--- config.mk ---
export PLATFORM = sky130hd
export DESIGN_NAME = path_curve_flattener_flat
export DESIGN_NICKNAME = d
export VERILOG_FILES = /design/src/design/pcf_pkg.sv /design/src/design/pcf_if.sv /design/src/design/path_curve_flattener.sv /design/src/design/pcf_arc.sv /design/src/flat_wrapper.sv
export SDC_FILE = /design/constraint.sdc
export NUM_CORES = 2
export LEC_CHECK = 0
export BUFFER_PORTS_ARGS = -buffer_cell sky130_fd_sc_hd__buf_2
export CORE_MARGIN = 2
export CORE_UTILIZATION = 35
export DETAILED_ROUTE_END_ITERATION = 8
export GPL_TIMING_DRIVEN = 0
export PLACE_DENSITY_LB_ADDON = 0.15
export SLEW_MARGIN = 20
export SYNTH_ARGS = -nofsm -noshare
export SYNTH_HDL_FRONTEND = slang
export SYNTH_SLANG_ARGS = --single-unit
--- constraint.sdc ---
create_clock -name clk -period 17.16 [get_ports clk]
set_input_delay 0 -clock clk [delete_from_list [all_inputs] [get_ports clk]]
set_output_delay 0 -clock clk [all_outputs]
set_load 0.05 [all_outputs]
--- src/design/pcf_pkg.sv ---
// Shared types, codes and constants of the path curve flattener.
package pcf_pkg;

  localparam int COORD_WIDTH_DEF = 16;
  localparam int MAX_DEPTH_DEF   = 6;
  localparam int DEPTH_W         = 3;
  localparam int CMD_W           = 3;
  localparam int KIND_W          = 2;
  localparam int CFG_ADDR_W      = 3;
  localparam int CFG_DATA_W      = 32;
  localparam logic [DEPTH_W-1:0] MAX_DEPTH_RESET = 3'd6;

  localparam int Q16_SHIFT   = 16;
  localparam int UNIT_SHIFT  = 24;
  localparam int UNIT_ONE    = 65536;
  localparam int K_NUM_SHIFT = 32;
  localparam int K_DEN_SHIFT = 17;
  localparam int FOUR_SHIFT  = 34;

  localparam logic [CFG_ADDR_W-1:0] REG_MAX_DEPTH = 3'd0;

  typedef enum logic [CMD_W-1:0] {
    CMD_MOVE  = 3'd0,
    CMD_LINE  = 3'd1,
    CMD_CONIC = 3'd2,
    CMD_ARC   = 3'd3,
    CMD_CUBIC = 3'd4,
    CMD_CLOSE = 3'd5
  } cmd_t;

  typedef enum logic [KIND_W-1:0] {
    KIND_OPEN  = 2'd0,
    KIND_LINE  = 2'd1,
    KIND_CLOSE = 2'd2,
    KIND_ERROR = 2'd3
  } kind_t;

  typedef struct packed {
    logic done;
    logic degen;
  } pcf_arc_stat_t;

endpackage

--- src/design/pcf_if.sv ---
// Command and segment stream interfaces of the path curve flattener.
interface pcf_cmd_if import pcf_pkg::*; #(
  parameter int CW = COORD_WIDTH_DEF
);
  logic                 valid;
  logic                 ready;
  logic [CMD_W-1:0]     command;
  logic signed [CW-1:0] x1;
  logic signed [CW-1:0] y1;
  logic signed [CW-1:0] x2;
  logic signed [CW-1:0] y2;
  logic signed [CW-1:0] x3;
  logic signed [CW-1:0] y3;

  modport source (output valid, command, x1, y1, x2, y2, x3, y3, input ready);
  modport sink (input valid, command, x1, y1, x2, y2, x3, y3, output ready);
endinterface

interface pcf_seg_if import pcf_pkg::*; #(
  parameter int CW = COORD_WIDTH_DEF
);
  logic                 valid;
  logic                 ready;
  logic [KIND_W-1:0]    kind;
  logic signed [CW-1:0] x;
  logic signed [CW-1:0] y;
  logic                 last;

  modport source (output valid, kind, x, y, last, input ready);
  modport sink (input valid, kind, x, y, last, output ready);
endinterface

--- src/design/path_curve_flattener.sv ---
// Path curve flattener top level: command sequencer, split stack memory, config port.
// Move, line, close, error: one transfer, emitted from dispatch once the output register is free.
// Conic/cubic: a dispatch state, a node state per split node, node and leaf per segment, a load per stack reload.
// Arc node: computed by the bitwise root and restoring divide in the arc engine;
// next command taken after last result.
// Reset (rst_n low, synchronous) clears current point, subpath start, depth and sets max_depth 6.
module path_curve_flattener import pcf_pkg::*; #(
  parameter int MAX_DEPTH   = MAX_DEPTH_DEF,
  parameter int COORD_WIDTH = COORD_WIDTH_DEF
) (
  input  logic                  clk,
  input  logic                  rst_n,
  pcf_cmd_if.sink               in_cmd,
  pcf_seg_if.source             out_seg,
  input  logic                  psel,
  input  logic                  penable,
  input  logic                  pwrite,
  input  logic [CFG_ADDR_W-1:0] paddr,
  input  logic [CFG_DATA_W-1:0] pwdata,
  output logic [CFG_DATA_W-1:0] prdata,
  output logic                  pready
);

  localparam int CW   = COORD_WIDTH;
  localparam int IW   = (MAX_DEPTH > 1) ? $clog2(MAX_DEPTH) : 1;
  localparam int ROWW = 6 * CW;

  typedef enum logic [5:0] {
    S_IDLE = 6'b000001,
    S_DISP = 6'b000010,
    S_NODE = 6'b000100,
    S_ARC  = 6'b001000,
    S_LEAF = 6'b010000,
    S_LOAD = 6'b100000
  } state_t;

  state_t state_r, state_nxt;
  logic [CMD_W-1:0]     cmd_r, cmd_nxt;
  logic signed [CW-1:0] pax_r, pay_r, pbx_r, pby_r, ptx_r, pty_r;
  logic signed [CW-1:0] pax_nxt, pay_nxt, pbx_nxt, pby_nxt, ptx_nxt, pty_nxt;
  logic signed [CW-1:0] curx_r, cury_r, subx_r, suby_r;
  logic signed [CW-1:0] curx_nxt, cury_nxt, subx_nxt, suby_nxt;
  logic [DEPTH_W-1:0]   depth_r, depth_nxt;
  logic [MAX_DEPTH-1:0] pend_r, pend_nxt;
  logic [DEPTH_W-1:0]   maxd_r;
  logic                 ov_r, ov_nxt;
  logic [KIND_W-1:0]    okind_r, okind_nxt;
  logic signed [CW-1:0] ox_r, oy_r, ox_nxt, oy_nxt;
  logic                 olast_r, olast_nxt;

  logic [ROWW-1:0] mem [MAX_DEPTH];
  logic [ROWW-1:0] rd_r;
  logic [ROWW-1:0] wrow;
  logic            mem_we, mem_re;
  logic [IW-1:0]   hi_idx;

  logic               out_free, emit, e_last, arc_start, at_cap, is_cubic;
  kind_t              e_kind;
  logic signed [CW-1:0] e_x, e_y;
  logic [DEPTH_W-1:0] cap;

  logic signed [CW-1:0] ohx, ohy, cmx, cmy, chx, chy, csx, csy;
  logic signed [CW-1:0] kcx, kcy, p1x, p1y, q1x, q1y, p2x, p2y, q2x, q2y, kmx, kmy;
  logic                 flat;

  pcf_arc_stat_t        arc_stat;
  logic signed [CW-1:0] amx, amy, apx, apy, aqx, aqy;

  function automatic logic signed [CW-1:0] mid(input logic signed [CW-1:0] a,
                                               input logic signed [CW-1:0] b);
    logic signed [CW:0] s;
    s = (CW+1)'(a) + (CW+1)'(b);
    return s[CW:1];
  endfunction

  pcf_arc #(.CW(CW)) u_arc (
    .clk   (clk),
    .rst_n (rst_n),
    .start (arc_start),
    .sx    (curx_r),
    .sy    (cury_r),
    .cx    (pax_r),
    .cy    (pay_r),
    .tx    (ptx_r),
    .ty    (pty_r),
    .stat  (arc_stat),
    .mx    (amx),
    .my    (amy),
    .px    (apx),
    .py    (apy),
    .qx    (aqx),
    .qy    (aqy)
  );

  assign cap      = (32'(maxd_r) < MAX_DEPTH) ? maxd_r : DEPTH_W'(MAX_DEPTH);
  assign at_cap   = depth_r >= cap;
  assign out_free = !ov_r || out_seg.ready;
  assign is_cubic = (cmd_r == CMD_CUBIC);

  assign ohx = mid(curx_r, ptx_r);
  assign ohy = mid(cury_r, pty_r);
  assign cmx = mid(ohx, pax_r);
  assign cmy = mid(ohy, pay_r);
  assign chx = mid(pax_r, ptx_r);
  assign chy = mid(pay_r, pty_r);
  assign csx = mid(curx_r, pax_r);
  assign csy = mid(cury_r, pay_r);
  assign kcx = mid(pax_r, pbx_r);
  assign kcy = mid(pay_r, pby_r);
  assign p1x = csx;
  assign p1y = csy;
  assign q1x = mid(ptx_r, pbx_r);
  assign q1y = mid(pty_r, pby_r);
  assign p2x = mid(p1x, kcx);
  assign p2y = mid(p1y, kcy);
  assign q2x = mid(q1x, kcx);
  assign q2y = mid(q1y, kcy);
  assign kmx = mid(p2x, q2x);
  assign kmy = mid(p2y, q2y);
  assign flat = is_cubic ? (kmx == ohx && kmy == ohy) : (cmx == ohx && cmy == ohy);

  always_comb begin
    hi_idx = '0;
    for (int i = 0; i < MAX_DEPTH; i++) begin
      if (pend_r[i]) begin
        hi_idx = IW'(i);
      end
    end
  end

  always_comb begin
    state_nxt = state_r;
    cmd_nxt   = cmd_r;
    pax_nxt   = pax_r;
    pay_nxt   = pay_r;
    pbx_nxt   = pbx_r;
    pby_nxt   = pby_r;
    ptx_nxt   = ptx_r;
    pty_nxt   = pty_r;
    curx_nxt  = curx_r;
    cury_nxt  = cury_r;
    subx_nxt  = subx_r;
    suby_nxt  = suby_r;
    depth_nxt = depth_r;
    pend_nxt  = pend_r;
    mem_we    = 1'b0;
    mem_re    = 1'b0;
    wrow      = {chx, chy, pbx_r, pby_r, ptx_r, pty_r};
    arc_start = 1'b0;
    emit      = 1'b0;
    e_kind    = KIND_LINE;
    e_x       = ptx_r;
    e_y       = pty_r;
    e_last    = 1'b1;

    case (state_r)
      S_IDLE: begin
        if (in_cmd.valid) begin
          cmd_nxt   = in_cmd.command;
          pax_nxt   = in_cmd.x1;
          pay_nxt   = in_cmd.y1;
          pbx_nxt   = in_cmd.x2;
          pby_nxt   = in_cmd.y2;
          ptx_nxt   = (in_cmd.command == CMD_CUBIC) ? in_cmd.x3 : in_cmd.x2;
          pty_nxt   = (in_cmd.command == CMD_CUBIC) ? in_cmd.y3 : in_cmd.y2;
          depth_nxt = '0;
          pend_nxt  = '0;
          state_nxt = S_DISP;
        end
      end
      S_DISP: begin
        case (cmd_r)
          CMD_MOVE: begin
            if (out_free) begin
              emit      = 1'b1;
              e_kind    = KIND_OPEN;
              e_x       = pax_r;
              e_y       = pay_r;
              curx_nxt  = pax_r;
              cury_nxt  = pay_r;
              subx_nxt  = pax_r;
              suby_nxt  = pay_r;
              state_nxt = S_IDLE;
            end
          end
          CMD_LINE: begin
            if (out_free) begin
              emit      = 1'b1;
              e_x       = pax_r;
              e_y       = pay_r;
              curx_nxt  = pax_r;
              cury_nxt  = pay_r;
              state_nxt = S_IDLE;
            end
          end
          CMD_CLOSE: begin
            if (out_free) begin
              emit      = 1'b1;
              e_kind    = KIND_CLOSE;
              e_x       = subx_r;
              e_y       = suby_r;
              curx_nxt  = subx_r;
              cury_nxt  = suby_r;
              state_nxt = S_IDLE;
            end
          end
          CMD_CONIC, CMD_ARC, CMD_CUBIC: begin
            state_nxt = S_NODE;
          end
          default: begin
            if (out_free) begin
              emit      = 1'b1;
              e_kind    = KIND_ERROR;
              e_x       = '0;
              e_y       = '0;
              state_nxt = S_IDLE;
            end
          end
        endcase
      end
      S_NODE: begin
        if (cmd_r == CMD_ARC) begin
          if (at_cap) begin
            state_nxt = S_LEAF;
          end else begin
            arc_start = 1'b1;
            state_nxt = S_ARC;
          end
        end else if (at_cap || flat) begin
          state_nxt = S_LEAF;
        end else begin
          mem_we = 1'b1;
          pend_nxt[depth_r[IW-1:0]] = 1'b1;
          depth_nxt = depth_r + DEPTH_W'(1);
          if (is_cubic) begin
            wrow    = {q2x, q2y, q1x, q1y, ptx_r, pty_r};
            pax_nxt = p1x;
            pay_nxt = p1y;
            pbx_nxt = p2x;
            pby_nxt = p2y;
            ptx_nxt = kmx;
            pty_nxt = kmy;
          end else begin
            pax_nxt = csx;
            pay_nxt = csy;
            ptx_nxt = cmx;
            pty_nxt = cmy;
          end
        end
      end
      S_ARC: begin
        if (arc_stat.done) begin
          if (arc_stat.degen || (amx == ohx && amy == ohy)) begin
            state_nxt = S_LEAF;
          end else begin
            mem_we  = 1'b1;
            wrow    = {aqx, aqy, pbx_r, pby_r, ptx_r, pty_r};
            pend_nxt[depth_r[IW-1:0]] = 1'b1;
            depth_nxt = depth_r + DEPTH_W'(1);
            pax_nxt   = apx;
            pay_nxt   = apy;
            ptx_nxt   = amx;
            pty_nxt   = amy;
            state_nxt = S_NODE;
          end
        end
      end
      S_LEAF: begin
        if (out_free) begin
          emit     = 1'b1;
          e_last   = (pend_r == '0);
          curx_nxt = ptx_r;
          cury_nxt = pty_r;
          if (pend_r != '0) begin
            mem_re            = 1'b1;
            pend_nxt[hi_idx]  = 1'b0;
            depth_nxt         = DEPTH_W'(hi_idx) + DEPTH_W'(1);
            state_nxt         = S_LOAD;
          end else begin
            state_nxt = S_IDLE;
          end
        end
      end
      S_LOAD: begin
        pax_nxt   = rd_r[6*CW-1 -: CW];
        pay_nxt   = rd_r[5*CW-1 -: CW];
        pbx_nxt   = rd_r[4*CW-1 -: CW];
        pby_nxt   = rd_r[3*CW-1 -: CW];
        ptx_nxt   = rd_r[2*CW-1 -: CW];
        pty_nxt   = rd_r[CW-1:0];
        state_nxt = S_NODE;
      end
      default: begin
        state_nxt = S_IDLE;
      end
    endcase

    ov_nxt    = ov_r;
    okind_nxt = okind_r;
    ox_nxt    = ox_r;
    oy_nxt    = oy_r;
    olast_nxt = olast_r;
    if (emit) begin
      ov_nxt    = 1'b1;
      okind_nxt = e_kind;
      ox_nxt    = e_x;
      oy_nxt    = e_y;
      olast_nxt = e_last;
    end else if (out_seg.ready) begin
      ov_nxt = 1'b0;
    end
  end

  always_ff @(posedge clk) begin
    if (!rst_n) begin
      state_r <= S_IDLE;
      curx_r  <= '0;
      cury_r  <= '0;
      subx_r  <= '0;
      suby_r  <= '0;
      depth_r <= '0;
      pend_r  <= '0;
      ov_r    <= 1'b0;
      maxd_r  <= MAX_DEPTH_RESET;
    end else begin
      state_r <= state_nxt;
      curx_r  <= curx_nxt;
      cury_r  <= cury_nxt;
      subx_r  <= subx_nxt;
      suby_r  <= suby_nxt;
      depth_r <= depth_nxt;
      pend_r  <= pend_nxt;
      ov_r    <= ov_nxt;
      if (psel && penable && pwrite && paddr == REG_MAX_DEPTH) begin
        maxd_r <= pwdata[DEPTH_W-1:0];
      end
    end
  end

  always_ff @(posedge clk) begin
    cmd_r   <= cmd_nxt;
    pax_r   <= pax_nxt;
    pay_r   <= pay_nxt;
    pbx_r   <= pbx_nxt;
    pby_r   <= pby_nxt;
    ptx_r   <= ptx_nxt;
    pty_r   <= pty_nxt;
    okind_r <= okind_nxt;
    ox_r    <= ox_nxt;
    oy_r    <= oy_nxt;
    olast_r <= olast_nxt;
  end

  always_ff @(posedge clk) begin
    if (mem_we) begin
      mem[depth_r[IW-1:0]] <= wrow;
    end
    if (mem_re) begin
      rd_r <= mem[hi_idx];
    end
  end

  assign in_cmd.ready  = (state_r == S_IDLE);
  assign out_seg.valid = ov_r;
  assign out_seg.kind  = okind_r;
  assign out_seg.x     = ox_r;
  assign out_seg.y     = oy_r;
  assign out_seg.last  = olast_r;
  assign pready        = 1'b1;
  assign prdata        = (paddr == REG_MAX_DEPTH) ? CFG_DATA_W'(maxd_r) : '0;

  a_push_below_cap: assert property (@(posedge clk) disable iff (!rst_n)
    mem_we |-> (depth_r < cap))
    else $error("split stack pushed at or beyond the depth cap");
  a_load_after_read: assert property (@(posedge clk) disable iff (!rst_n)
    (state_r == S_LOAD) |-> $past(mem_re))
    else $error("stack reload without a read");
  a_idle_no_pending: assert property (@(posedge clk) disable iff (!rst_n)
    (state_r == S_IDLE) |-> (pend_r == '0))
    else $error("pending halves left when command finished");
  a_arc_start: assert property (@(posedge clk) disable iff (!rst_n)
    arc_start |=> (state_r == S_ARC))
    else $error("arc engine started outside the arc wait");

endmodule

--- src/design/pcf_arc.sv ---
// Arc split engine: radius lengths, unit vectors, factor and split points.
module pcf_arc import pcf_pkg::*; #(
  parameter int CW = COORD_WIDTH_DEF
) (
  input  logic                 clk,
  input  logic                 rst_n,
  input  logic                 start,
  input  logic signed [CW-1:0] sx,
  input  logic signed [CW-1:0] sy,
  input  logic signed [CW-1:0] cx,
  input  logic signed [CW-1:0] cy,
  input  logic signed [CW-1:0] tx,
  input  logic signed [CW-1:0] ty,
  output pcf_arc_stat_t        stat,
  output logic signed [CW-1:0] mx,
  output logic signed [CW-1:0] my,
  output logic signed [CW-1:0] px,
  output logic signed [CW-1:0] py,
  output logic signed [CW-1:0] qx,
  output logic signed [CW-1:0] qy
);

  localparam int DW1 = CW + 1;
  localparam int MW  = (CW + 2 > 19) ? CW + 2 : 19;
  localparam int PW  = 2 * MW;
  localparam int RW  = 2 * CW + 20;
  localparam int RH  = RW / 2;
  localparam int ND  = (CW + UNIT_SHIFT + 1 > 33) ? CW + UNIT_SHIFT + 1 : 33;
  localparam int DV  = (RH + 1 > 19) ? RH + 1 : 19;
  localparam int RCW = $clog2(RH + 1);
  localparam int DCW = $clog2(ND + 1);
  localparam int FW  = PW + 1;
  localparam int UW  = 18;
  localparam int KW  = 17;

  typedef enum logic [9:0] {
    AS_IDLE = 10'b0000000001,
    AS_SQ0  = 10'b0000000010,
    AS_SQ1  = 10'b0000000100,
    AS_ROOT = 10'b0000001000,
    AS_DIV  = 10'b0000010000,
    AS_VV0  = 10'b0000100000,
    AS_VV1  = 10'b0001000000,
    AS_FMUL = 10'b0010000000,
    AS_FADD = 10'b0100000000,
    AS_DONE = 10'b1000000000
  } arc_state_t;

  typedef enum logic [2:0] {
    J_LEN = 3'd0,
    J_RT  = 3'd1,
    J_UX  = 3'd2,
    J_UY  = 3'd3,
    J_K   = 3'd4
  } arc_job_t;

  arc_state_t state_r;
  arc_job_t   job_r;

  logic signed [DW1-1:0] ax_r, ay_r, bx_r, by_r;
  logic                  sel_b_r;
  logic                  degen_r;
  logic signed [UW-1:0]  uax_r, uay_r, ubx_r, uby_r;
  logic signed [PW-1:0]  acc_r;
  logic signed [PW-1:0]  prod_r;
  logic [RW-1:0]         rn_r, rr_r, rb_r;
  logic [RCW-1:0]        rcnt_r;
  logic [ND-1:0]         dn_r, dq_r;
  logic [DV:0]           drem_r;
  logic [DV-1:0]         dden_r;
  logic [DCW-1:0]        dcnt_r;
  logic                  dneg_r;
  logic [KW-1:0]         k_r;
  logic [2:0]            fidx_r;
  logic signed [CW-1:0]  mx_r, my_r, px_r, py_r, qx_r, qy_r;

  logic signed [DW1-1:0] vxw, vyw;
  logic [DW1-1:0]        absx, absy;
  logic signed [18:0]    vx_s, vy_s;
  logic signed [MW-1:0]  ma, mb;
  logic signed [PW-1:0]  prod, sqsum;
  logic [KW:0]           kk_u;
  logic signed [DW1:0]   sumx, sumy;
  logic signed [MW-1:0]  fv;
  logic signed [CW-1:0]  fc;
  logic [RW-1:0]         rad_sq, rad_vv, vvu, four, rsum, rr_step, rn_step;
  logic                  rge;
  logic [DV:0]           dt;
  logic                  dge;
  logic [ND-1:0]         q_fin, qc;
  logic signed [UW-1:0]  upos, unit_v;
  logic signed [FW-1:0]  fsum, fmag, fq, ftv, fhi, flo;
  logic signed [CW-1:0]  fres;
  logic                  za, zb;

  assign za = (sx == cx) && (sy == cy);
  assign zb = (tx == cx) && (ty == cy);

  assign vxw  = sel_b_r ? bx_r : ax_r;
  assign vyw  = sel_b_r ? by_r : ay_r;
  assign absx = vxw[DW1-1] ? DW1'(-vxw) : DW1'(vxw);
  assign absy = vyw[DW1-1] ? DW1'(-vyw) : DW1'(vyw);
  assign vx_s = 19'(uax_r) + 19'(ubx_r);
  assign vy_s = 19'(uay_r) + 19'(uby_r);
  assign sumx = (DW1+1)'(ax_r) + (DW1+1)'(bx_r);
  assign sumy = (DW1+1)'(ay_r) + (DW1+1)'(by_r);
  assign kk_u = (fidx_r < 3'd2) ? {1'b0, k_r} : {k_r, 1'b0};

  always_comb begin
    case (fidx_r)
      3'd0:    fv = MW'(sumx);
      3'd1:    fv = MW'(sumy);
      3'd2:    fv = MW'(ax_r);
      3'd3:    fv = MW'(ay_r);
      3'd4:    fv = MW'(bx_r);
      default: fv = MW'(by_r);
    endcase
    fc = fidx_r[0] ? cy : cx;
  end

  always_comb begin
    case (state_r)
      AS_SQ0: begin
        ma = MW'(vxw);
        mb = MW'(vxw);
      end
      AS_SQ1: begin
        ma = MW'(vyw);
        mb = MW'(vyw);
      end
      AS_VV0: begin
        ma = MW'(vx_s);
        mb = MW'(vx_s);
      end
      AS_VV1: begin
        ma = MW'(vy_s);
        mb = MW'(vy_s);
      end
      AS_FMUL: begin
        ma = MW'(kk_u);
        mb = fv;
      end
      default: begin
        ma = '0;
        mb = '0;
      end
    endcase
  end

  assign prod   = ma * mb;
  assign sqsum  = acc_r + prod;
  assign rad_sq = RW'(sqsum) << Q16_SHIFT;
  assign vvu    = RW'(sqsum);
  assign four   = RW'(1) << FOUR_SHIFT;
  assign rad_vv = (vvu >= four) ? '0 : four - vvu;

  assign rsum    = rr_r + rb_r;
  assign rge     = rn_r >= rsum;
  assign rr_step = rge ? (rr_r >> 1) + rb_r : rr_r >> 1;
  assign rn_step = rge ? rn_r - rsum : rn_r;

  assign dt    = {drem_r[DV-1:0], dn_r[ND-1]};
  assign dge   = dt >= {1'b0, dden_r};
  assign q_fin = {dq_r[ND-2:0], dge};
  assign qc    = (q_fin > ND'(UNIT_ONE)) ? ND'(UNIT_ONE) : q_fin;
  assign upos  = UW'(qc);
  assign unit_v = dneg_r ? -upos : upos;

  assign fhi  = (FW'(1) <<< (CW - 1)) - FW'(1);
  assign flo  = -fhi - FW'(1);
  assign fsum = (FW'(fc) <<< Q16_SHIFT) + FW'(prod_r);
  assign fmag = fsum[FW-1] ? -fsum : fsum;
  assign fq   = fmag >>> Q16_SHIFT;
  assign ftv  = fsum[FW-1] ? -fq : fq;
  assign fres = (ftv > fhi) ? fhi[CW-1:0] : ((ftv < flo) ? flo[CW-1:0] : ftv[CW-1:0]);

  always_ff @(posedge clk) begin
    if (!rst_n) begin
      state_r <= AS_IDLE;
      job_r   <= J_LEN;
      sel_b_r <= 1'b0;
      degen_r <= 1'b0;
      rcnt_r  <= '0;
      dcnt_r  <= '0;
      fidx_r  <= '0;
    end else begin
      case (state_r)
        AS_IDLE: begin
          if (start) begin
            ax_r    <= DW1'(sx) - DW1'(cx);
            ay_r    <= DW1'(sy) - DW1'(cy);
            bx_r    <= DW1'(tx) - DW1'(cx);
            by_r    <= DW1'(ty) - DW1'(cy);
            sel_b_r <= 1'b0;
            degen_r <= za || zb;
            state_r <= (za || zb) ? AS_DONE : AS_SQ0;
          end
        end
        AS_SQ0: begin
          acc_r   <= prod;
          state_r <= AS_SQ1;
        end
        AS_SQ1: begin
          rn_r    <= rad_sq;
          rr_r    <= '0;
          rb_r    <= RW'(1) << (RW - 2);
          rcnt_r  <= '0;
          job_r   <= J_LEN;
          state_r <= AS_ROOT;
        end
        AS_ROOT: begin
          rn_r   <= rn_step;
          rr_r   <= rr_step;
          rb_r   <= rb_r >> 2;
          rcnt_r <= rcnt_r + RCW'(1);
          if (rcnt_r == RCW'(RH - 1)) begin
            drem_r <= '0;
            dq_r   <= '0;
            dcnt_r <= '0;
            if (job_r == J_LEN) begin
              dn_r   <= ND'(absx) << UNIT_SHIFT;
              dden_r <= DV'(rr_step[RH-1:0]);
              dneg_r <= vxw[DW1-1];
              job_r  <= J_UX;
            end else begin
              dn_r   <= ND'(1) << K_NUM_SHIFT;
              dden_r <= (DV'(1) << K_DEN_SHIFT) + DV'(rr_step[RH-1:0]);
              dneg_r <= 1'b0;
              job_r  <= J_K;
            end
            state_r <= AS_DIV;
          end
        end
        AS_DIV: begin
          drem_r <= dge ? dt - {1'b0, dden_r} : dt;
          dn_r   <= dn_r << 1;
          dq_r   <= q_fin;
          dcnt_r <= dcnt_r + DCW'(1);
          if (dcnt_r == DCW'(ND - 1)) begin
            drem_r <= '0;
            dq_r   <= '0;
            dcnt_r <= '0;
            case (job_r)
              J_UX: begin
                if (sel_b_r) begin
                  ubx_r <= unit_v;
                end else begin
                  uax_r <= unit_v;
                end
                dn_r   <= ND'(absy) << UNIT_SHIFT;
                dneg_r <= vyw[DW1-1];
                job_r  <= J_UY;
              end
              J_UY: begin
                if (sel_b_r) begin
                  uby_r   <= unit_v;
                  state_r <= AS_VV0;
                end else begin
                  uay_r   <= unit_v;
                  sel_b_r <= 1'b1;
                  state_r <= AS_SQ0;
                end
              end
              default: begin
                k_r     <= q_fin[KW-1:0];
                fidx_r  <= '0;
                state_r <= AS_FMUL;
              end
            endcase
          end
        end
        AS_VV0: begin
          acc_r   <= prod;
          state_r <= AS_VV1;
        end
        AS_VV1: begin
          if (sqsum == '0) begin
            degen_r <= 1'b1;
            state_r <= AS_DONE;
          end else begin
            rn_r    <= rad_vv;
            rr_r    <= '0;
            rb_r    <= RW'(1) << (RW - 2);
            rcnt_r  <= '0;
            job_r   <= J_RT;
            state_r <= AS_ROOT;
          end
        end
        AS_FMUL: begin
          prod_r  <= prod;
          state_r <= AS_FADD;
        end
        AS_FADD: begin
          case (fidx_r)
            3'd0:    mx_r <= fres;
            3'd1:    my_r <= fres;
            3'd2:    px_r <= fres;
            3'd3:    py_r <= fres;
            3'd4:    qx_r <= fres;
            default: qy_r <= fres;
          endcase
          fidx_r  <= fidx_r + 3'd1;
          state_r <= (fidx_r == 3'd5) ? AS_DONE : AS_FMUL;
        end
        AS_DONE: begin
          state_r <= AS_IDLE;
        end
        default: begin
          state_r <= AS_IDLE;
        end
      endcase
    end
  end

  assign stat.done  = (state_r == AS_DONE);
  assign stat.degen = degen_r;
  assign mx = mx_r;
  assign my = my_r;
  assign px = px_r;
  assign py = py_r;
  assign qx = qx_r;
  assign qy = qy_r;

  a_start_idle: assert property (@(posedge clk) disable iff (!rst_n)
    (state_r != AS_IDLE) |=> !(state_r == AS_IDLE && $past(state_r) != AS_DONE))
    else $error("arc engine returned to idle without finishing");
  a_div_den: assert property (@(posedge clk) disable iff (!rst_n)
    (state_r == AS_DIV) |-> (dden_r != '0))
    else $error("arc divide with zero divisor");
  a_fix_idx: assert property (@(posedge clk) disable iff (!rst_n)
    (state_r == AS_FMUL || state_r == AS_FADD) |-> (fidx_r < 3'd6))
    else $error("arc point index out of range");

endmodule

--- src/flat_wrapper.sv ---
// flat-port wrapper written by rule: the top's interface ports become plain ports
module path_curve_flattener_flat import pcf_pkg::*;
#(
  parameter int MAX_DEPTH   = MAX_DEPTH_DEF,
  parameter int COORD_WIDTH = COORD_WIDTH_DEF
)
  (clk, rst_n, psel, penable, pwrite, paddr, pwdata, prdata, pready, in_cmd_valid, in_cmd_command, in_cmd_x1, in_cmd_y1, in_cmd_x2, in_cmd_y2, in_cmd_x3, in_cmd_y3, in_cmd_ready, out_seg_valid, out_seg_kind, out_seg_x, out_seg_y, out_seg_last, out_seg_ready);
  pcf_cmd_if in_cmd_i ();
  pcf_seg_if out_seg_i ();
  input  logic clk;
  input  logic rst_n;
  input  logic psel;
  input  logic penable;
  input  logic pwrite;
  input  logic [CFG_ADDR_W-1:0] paddr;
  input  logic [CFG_DATA_W-1:0] pwdata;
  output logic [CFG_DATA_W-1:0] prdata;
  output logic pready;
  input wire logic [$bits(in_cmd_i.valid)-1:0] in_cmd_valid;
  input wire logic [$bits(in_cmd_i.command)-1:0] in_cmd_command;
  input wire logic [$bits(in_cmd_i.x1)-1:0] in_cmd_x1;
  input wire logic [$bits(in_cmd_i.y1)-1:0] in_cmd_y1;
  input wire logic [$bits(in_cmd_i.x2)-1:0] in_cmd_x2;
  input wire logic [$bits(in_cmd_i.y2)-1:0] in_cmd_y2;
  input wire logic [$bits(in_cmd_i.x3)-1:0] in_cmd_x3;
  input wire logic [$bits(in_cmd_i.y3)-1:0] in_cmd_y3;
  output wire logic [$bits(in_cmd_i.ready)-1:0] in_cmd_ready;
  output wire logic [$bits(out_seg_i.valid)-1:0] out_seg_valid;
  output wire logic [$bits(out_seg_i.kind)-1:0] out_seg_kind;
  output wire logic [$bits(out_seg_i.x)-1:0] out_seg_x;
  output wire logic [$bits(out_seg_i.y)-1:0] out_seg_y;
  output wire logic [$bits(out_seg_i.last)-1:0] out_seg_last;
  input wire logic [$bits(out_seg_i.ready)-1:0] out_seg_ready;
  assign in_cmd_i.valid = in_cmd_valid;
  assign in_cmd_i.command = in_cmd_command;
  assign in_cmd_i.x1 = in_cmd_x1;
  assign in_cmd_i.y1 = in_cmd_y1;
  assign in_cmd_i.x2 = in_cmd_x2;
  assign in_cmd_i.y2 = in_cmd_y2;
  assign in_cmd_i.x3 = in_cmd_x3;
  assign in_cmd_i.y3 = in_cmd_y3;
  assign in_cmd_ready = in_cmd_i.ready;
  assign out_seg_valid = out_seg_i.valid;
  assign out_seg_kind = out_seg_i.kind;
  assign out_seg_x = out_seg_i.x;
  assign out_seg_y = out_seg_i.y;
  assign out_seg_last = out_seg_i.last;
  assign out_seg_i.ready = out_seg_ready;
  path_curve_flattener #(.MAX_DEPTH(MAX_DEPTH), .COORD_WIDTH(COORD_WIDTH)) u_core (.clk(clk), .rst_n(rst_n), .in_cmd(in_cmd_i), .out_seg(out_seg_i), .psel(psel), .penable(penable), .pwrite(pwrite), .paddr(paddr), .pwdata(pwdata), .prdata(prdata), .pready(pready));
endmodule
==> run summary <==
The per-cell routed wire length works out to 28.8 µm. The tools report the clock root buffer master as clkbuf_16. The run gives 0 ps as the final total negative setup slack.

The largest stage delay on the critical path came out at 780 ps. The flow ran to the end, and the final reports show no timing, DRC or antenna violations. The tool flagged a number of max-cap violations equal to 0. For the global placer's final weighted congestion, the log shows 1.01.

Post-layout instance area: 120,000 µm². The total grt overflow is 0, and the flop-to-flop setup slack is 690 ps. The detail-routed via count per cell works out to 5.67. The endpoint type of the worst setup path was a flip-flop.

The net load switching power was 8710 µW; the via count of the first global-routing pass was 82.9k. The mean instance size in the synthesized netlist works out to 10.4 µm². The clock transition at the registers of the reported paths is 60 ps, and the H-tree depth is 4. The logs give 8,217 for the initial detailed-routing violation count and 60.7 MHz for the timing-limited maximum frequency. Summed over all instances, the cell type with the most area after synthesis is edfxtp_1.

Of the post-synthesis cell area, the dominant cell type holds 39.7%. For the worst setup path, the data arrival time is 17,070 ps. The category of the most critical setup path is flip-flop to flip-flop.

In this run, the combinational gates consume 54.8% of the power. Of the total power, the clock network draws 21.0%. Clock latency on the worst-skew pair, taken at its later pin, is 900 ps. The cell area after synthesis came out at 104,000 µm². The filler cells instantiated in the layout total 28.8k. The total CTS buffers was 182. The min-delay analysis places its worst path in the category input port to flip-flop.

The routed layout has 83.8k vias. TritonCTS built the clock tree. In the final design database the tool counted 12.0k nets. The detailed-placement wirelength estimate was 339,000 µm.

The internal power of the cells totals 10,000 µW. Wires add up to 426,000 µm. The DRC violation count after routing came out at 0.

The first global-routing pass estimated 598,000 µm of wire. Library cell contributing the largest single delay on the critical path: clkdlybuf4s15_1. The async set-or-reset flop fraction in the synthesized netlist is 0%, and the largest voltage drop on the vdd net is 287 µV.

The number of antenna violations at the first check in global routing came out at 22. The tools report the critical path endpoint as u_core.u_arc.rn_r[4]. For this run, the number of Yosys warnings is 0. For the finished layout, the period the worst path requires is 16,470 ps. The run gives 211 as the boundary pin count. STA classifies the critical path startpoint as a flip-flop. The tools report the post-synthesis cell type count as 99. The die span in y was 550 µm. The total die area is 302,000 µm².

Port buffering added 150 buffers. The run gives 0 as the final number of hold-violating endpoints. The number of max-slew violations in the final report was 0.

After synthesis, the cell types taking the most area are edfxtp_1 40%, ha_1 8.8%, fa_1 7.7%, xnor2_1 3.8%, nand2_1 3.6%. The reg-to-reg startpoint is u_core.u_arc.sel_b_r. The logs give 112,000 µm² for the post-detailed-placement cell area and 24.2% for the sequential share of power. Yosys mapped a number of flops with a built-in enable equal to 1,377. The clock net in this run drives a total of 1,489 sinks.

The detail route stage leaves a number of antenna-violating nets equal to 0. Of all nets on the critical path, the largest fanout is 22. Setup violations remaining at the end of the flow were counted as 0.

The part of the cycle the worst path needs is 96.0%. The logs give 17,760 ps for the required arrival time at the worst endpoint and 114 ps for the final clock skew. The pin count of the biggest net entering global routing was 68. In the synthesized netlist, the number of instances is 10.0k. The depth of the most critical reg-to-reg path was 46; the area added between synthesis and finish was 14.8%. The effective utilization at floorplan is 35.1%.

The endpoint identified for the worst register-to-register timing path is u_core.u_arc.rn_r[4]. No sink is reached through more buffers than the 4 on the longest clock path. Synthesis inferred 1,489 register bits. By instance count, the cell type seen most on the critical path is fa_1.

Cell leakage power: 0.0458 µW. Before antenna repair, the detailed router went through 8 iterations. Net switching is 46.4% of the power. The power per unit of standard cell area was 157 nW/µm²; the floorplan row count was 200. Across every metal layer, demand over resource in global routing totals 27.5%. For the sequential share of the synthesized area, the log shows 41.8%. The actual transition at the worst max-transition pin works out to 1320 ps. Setup repair after global routing left no endpoint under its margin.

The startpoint of the most critical setup path is u_core.u_arc.sel_b_r. The post-route netlist has 9.06% of its cells at a drive strength greater than 1. After floorplanning, the core was sized to cover 297,000 µm². Headroom to the max-slew limit came out at 10.8%. The most used flip-flop cell after synthesis is edfxtp_1. In this run the horizontal extent of the chip is 550 µm.
## critical path: cells and delay by family (launching register included)
kind | cells | cell delay, ps
flops | 1 | 310
mux | 1 | 310
simple gates | 8 | 2710
xor+xnor | 1 | 270
compound gates | 14 | 4040
buf+inv | 13 | 4070
fa+ha+maj | 9 | 4490
## registers in the layout, indices dropped and copies added, names as in the netlist, 26 cells and up
| signal | cells |
|---|---|
| u_core.mem | 576 |
| u_core.rd_r | 96 |
| u_core.u_arc.rn_r | 52 |
| u_core.u_arc.rr_r | 52 |
| u_core.u_arc.dq_r | 40 |
| u_core.u_arc.acc_r | 38 |
| u_core.u_arc.prod_r | 38 |
| u_core.u_arc.dden_r | 27 |
| u_core.u_arc.drem_r | 27 |
| u_core.u_arc.rb_r | 26 |
## placed cells by master (no fill, tap or decap), types with 105 or more instances in the layout
cell           Yosys  routed
edfxtp_1        1377    1377
nand2_1         1012    1012
ha_1             733     733
nor2_1           728     717
inv_1            691     689
a21oi_1          573     571
o21ai_0          525     503
xnor2_1          456     454
fa_1             399     399
clkbuf_1         353     363
xor2_1           263     263
a22oi_1          206     206
buf_2              8     198
clkbuf_16          0     186
and2_1           175     173
a21o_1           161     161
nor2b_1          160     159
dlygate4sd3_1      0     145
mux2_2           143     143
nor3_1           139     127
a221o_1          126     126
o21bai_1         130     125
dfxtp_1          112     112
nand3_1          105     105
## metrics by stage
step / power (µW) / cells / hold WS (ps) / util [%] / setup slack, ps
2_1_floorplan: 10500 / 10000 / 98.9 / - / -103
3_3_place_gp: 14400 / 14100 / 195 / 37.1 / -16590
3_5_place_dp: 14500 / 14300 / 191 / 37.8 / -682
4_1_cts: 18600 / 14800 / 4.29 / 40.3 / 68.6
5_1_grt: 19300 / 14800 / 57.5 / 40.4 / 22.5
6_report: 18700 / 14800 / 53.9 / 40.4 / 691
## final cells by class
class / count / area (µm²) / area share, %
Buffer: 415 / 1730 / 1.45
Clock inverter: 99 / 1130 / 0.941
Tap cell: 3939 / 4930 / 4.12
Clock buffer: 223 / 4800 / 4.01
Timing Repair Buffer: 465 / 3990 / 3.33
Multi-Input combinational cell: 7439 / 56900 / 47.5
Sequential cell: 1489 / 43600 / 36.4
Antenna cell: 4 / 10.0 / 0.00836
Inverter: 694 / 2620 / 2.19
## how the worst min path moves through the flow
stage | cells after the start | endpoint | from
global route | 4 | u_core.pbx_r[9] | in_cmd_x2[9]
detailed placement | 1 | u_core.cmd_r[2] | in_cmd_command[2]
CTS | 4 | u_core.pbx_r[0] | in_cmd_x2[0]
global placement | 1 | u_core.cmd_r[2] | in_cmd_command[2]
floorplan | 0 | u_core.cmd_r[0] | in_cmd_command[0]
finish | 4 | u_core.pay_r[9] | in_cmd_y1[9]
## cells by family after synthesis
family          count (synthesis)  share of synthesized area, %
compound gates               2520                          16.3
xor+xnor                      730                          6.29
fa+ha+maj                    1132                          16.5
buf+inv                      1109                          4.12
flops                        1489                          41.8
mux                           235                          2.43
other cells                     2                       0.00721
simple gates                 2791                          12.5
## cell usage after synthesis (77+ instances only)
master	n
a211oi_1	77
a21o_1	161
a21oi_1	573
a221o_1	126
a22oi_1	206
and2_1	175
clkbuf_1	353
dfxtp_1	112
edfxtp_1	1377
fa_1	399
ha_1	733
inv_1	691
mux2_2	143
mux2i_1	92
nand2_1	1012
nand2b_1	85
nand3_1	105
nor2_1	728
nor2b_1	160
nor3_1	139
o21a_1	77
o21ai_0	525
o21bai_1	130
xnor2_1	456
xor2_1	263
## metal layers
layer  vias to the layer above  track usage (%)  part of all wire [%]
met1                     42000             33.8                    40
met2                      3150             47.2                    48
li1                      37800                -                     -
met3                       828             3.20                   5.6
met4                         2             14.7                   6.2
met5                         -                0                0.0033
## power by group through the flow
stage / clock network (µW) / registers (µW) / logic [µW]
global route: 4130 / 4530 / 10700
finish: 3930 / 4540 / 10300
CTS: 4000 / 4530 / 10000
floorplan: 0 / 4430 / 6100
global placement: 0 / 4650 / 9760
detailed placement: 0 / 4610 / 9940
## timing repair
item | CTS | global route
cloned | 0 | 1
endpoints found under the setup margin | 89 | 89
hold buffers | 145 | 0
gates resized for setup | 6 | 7
hold endpoints to repair | 138 | 0
setup buffers | 0 | 6
(Power assumes the default switching activity.)
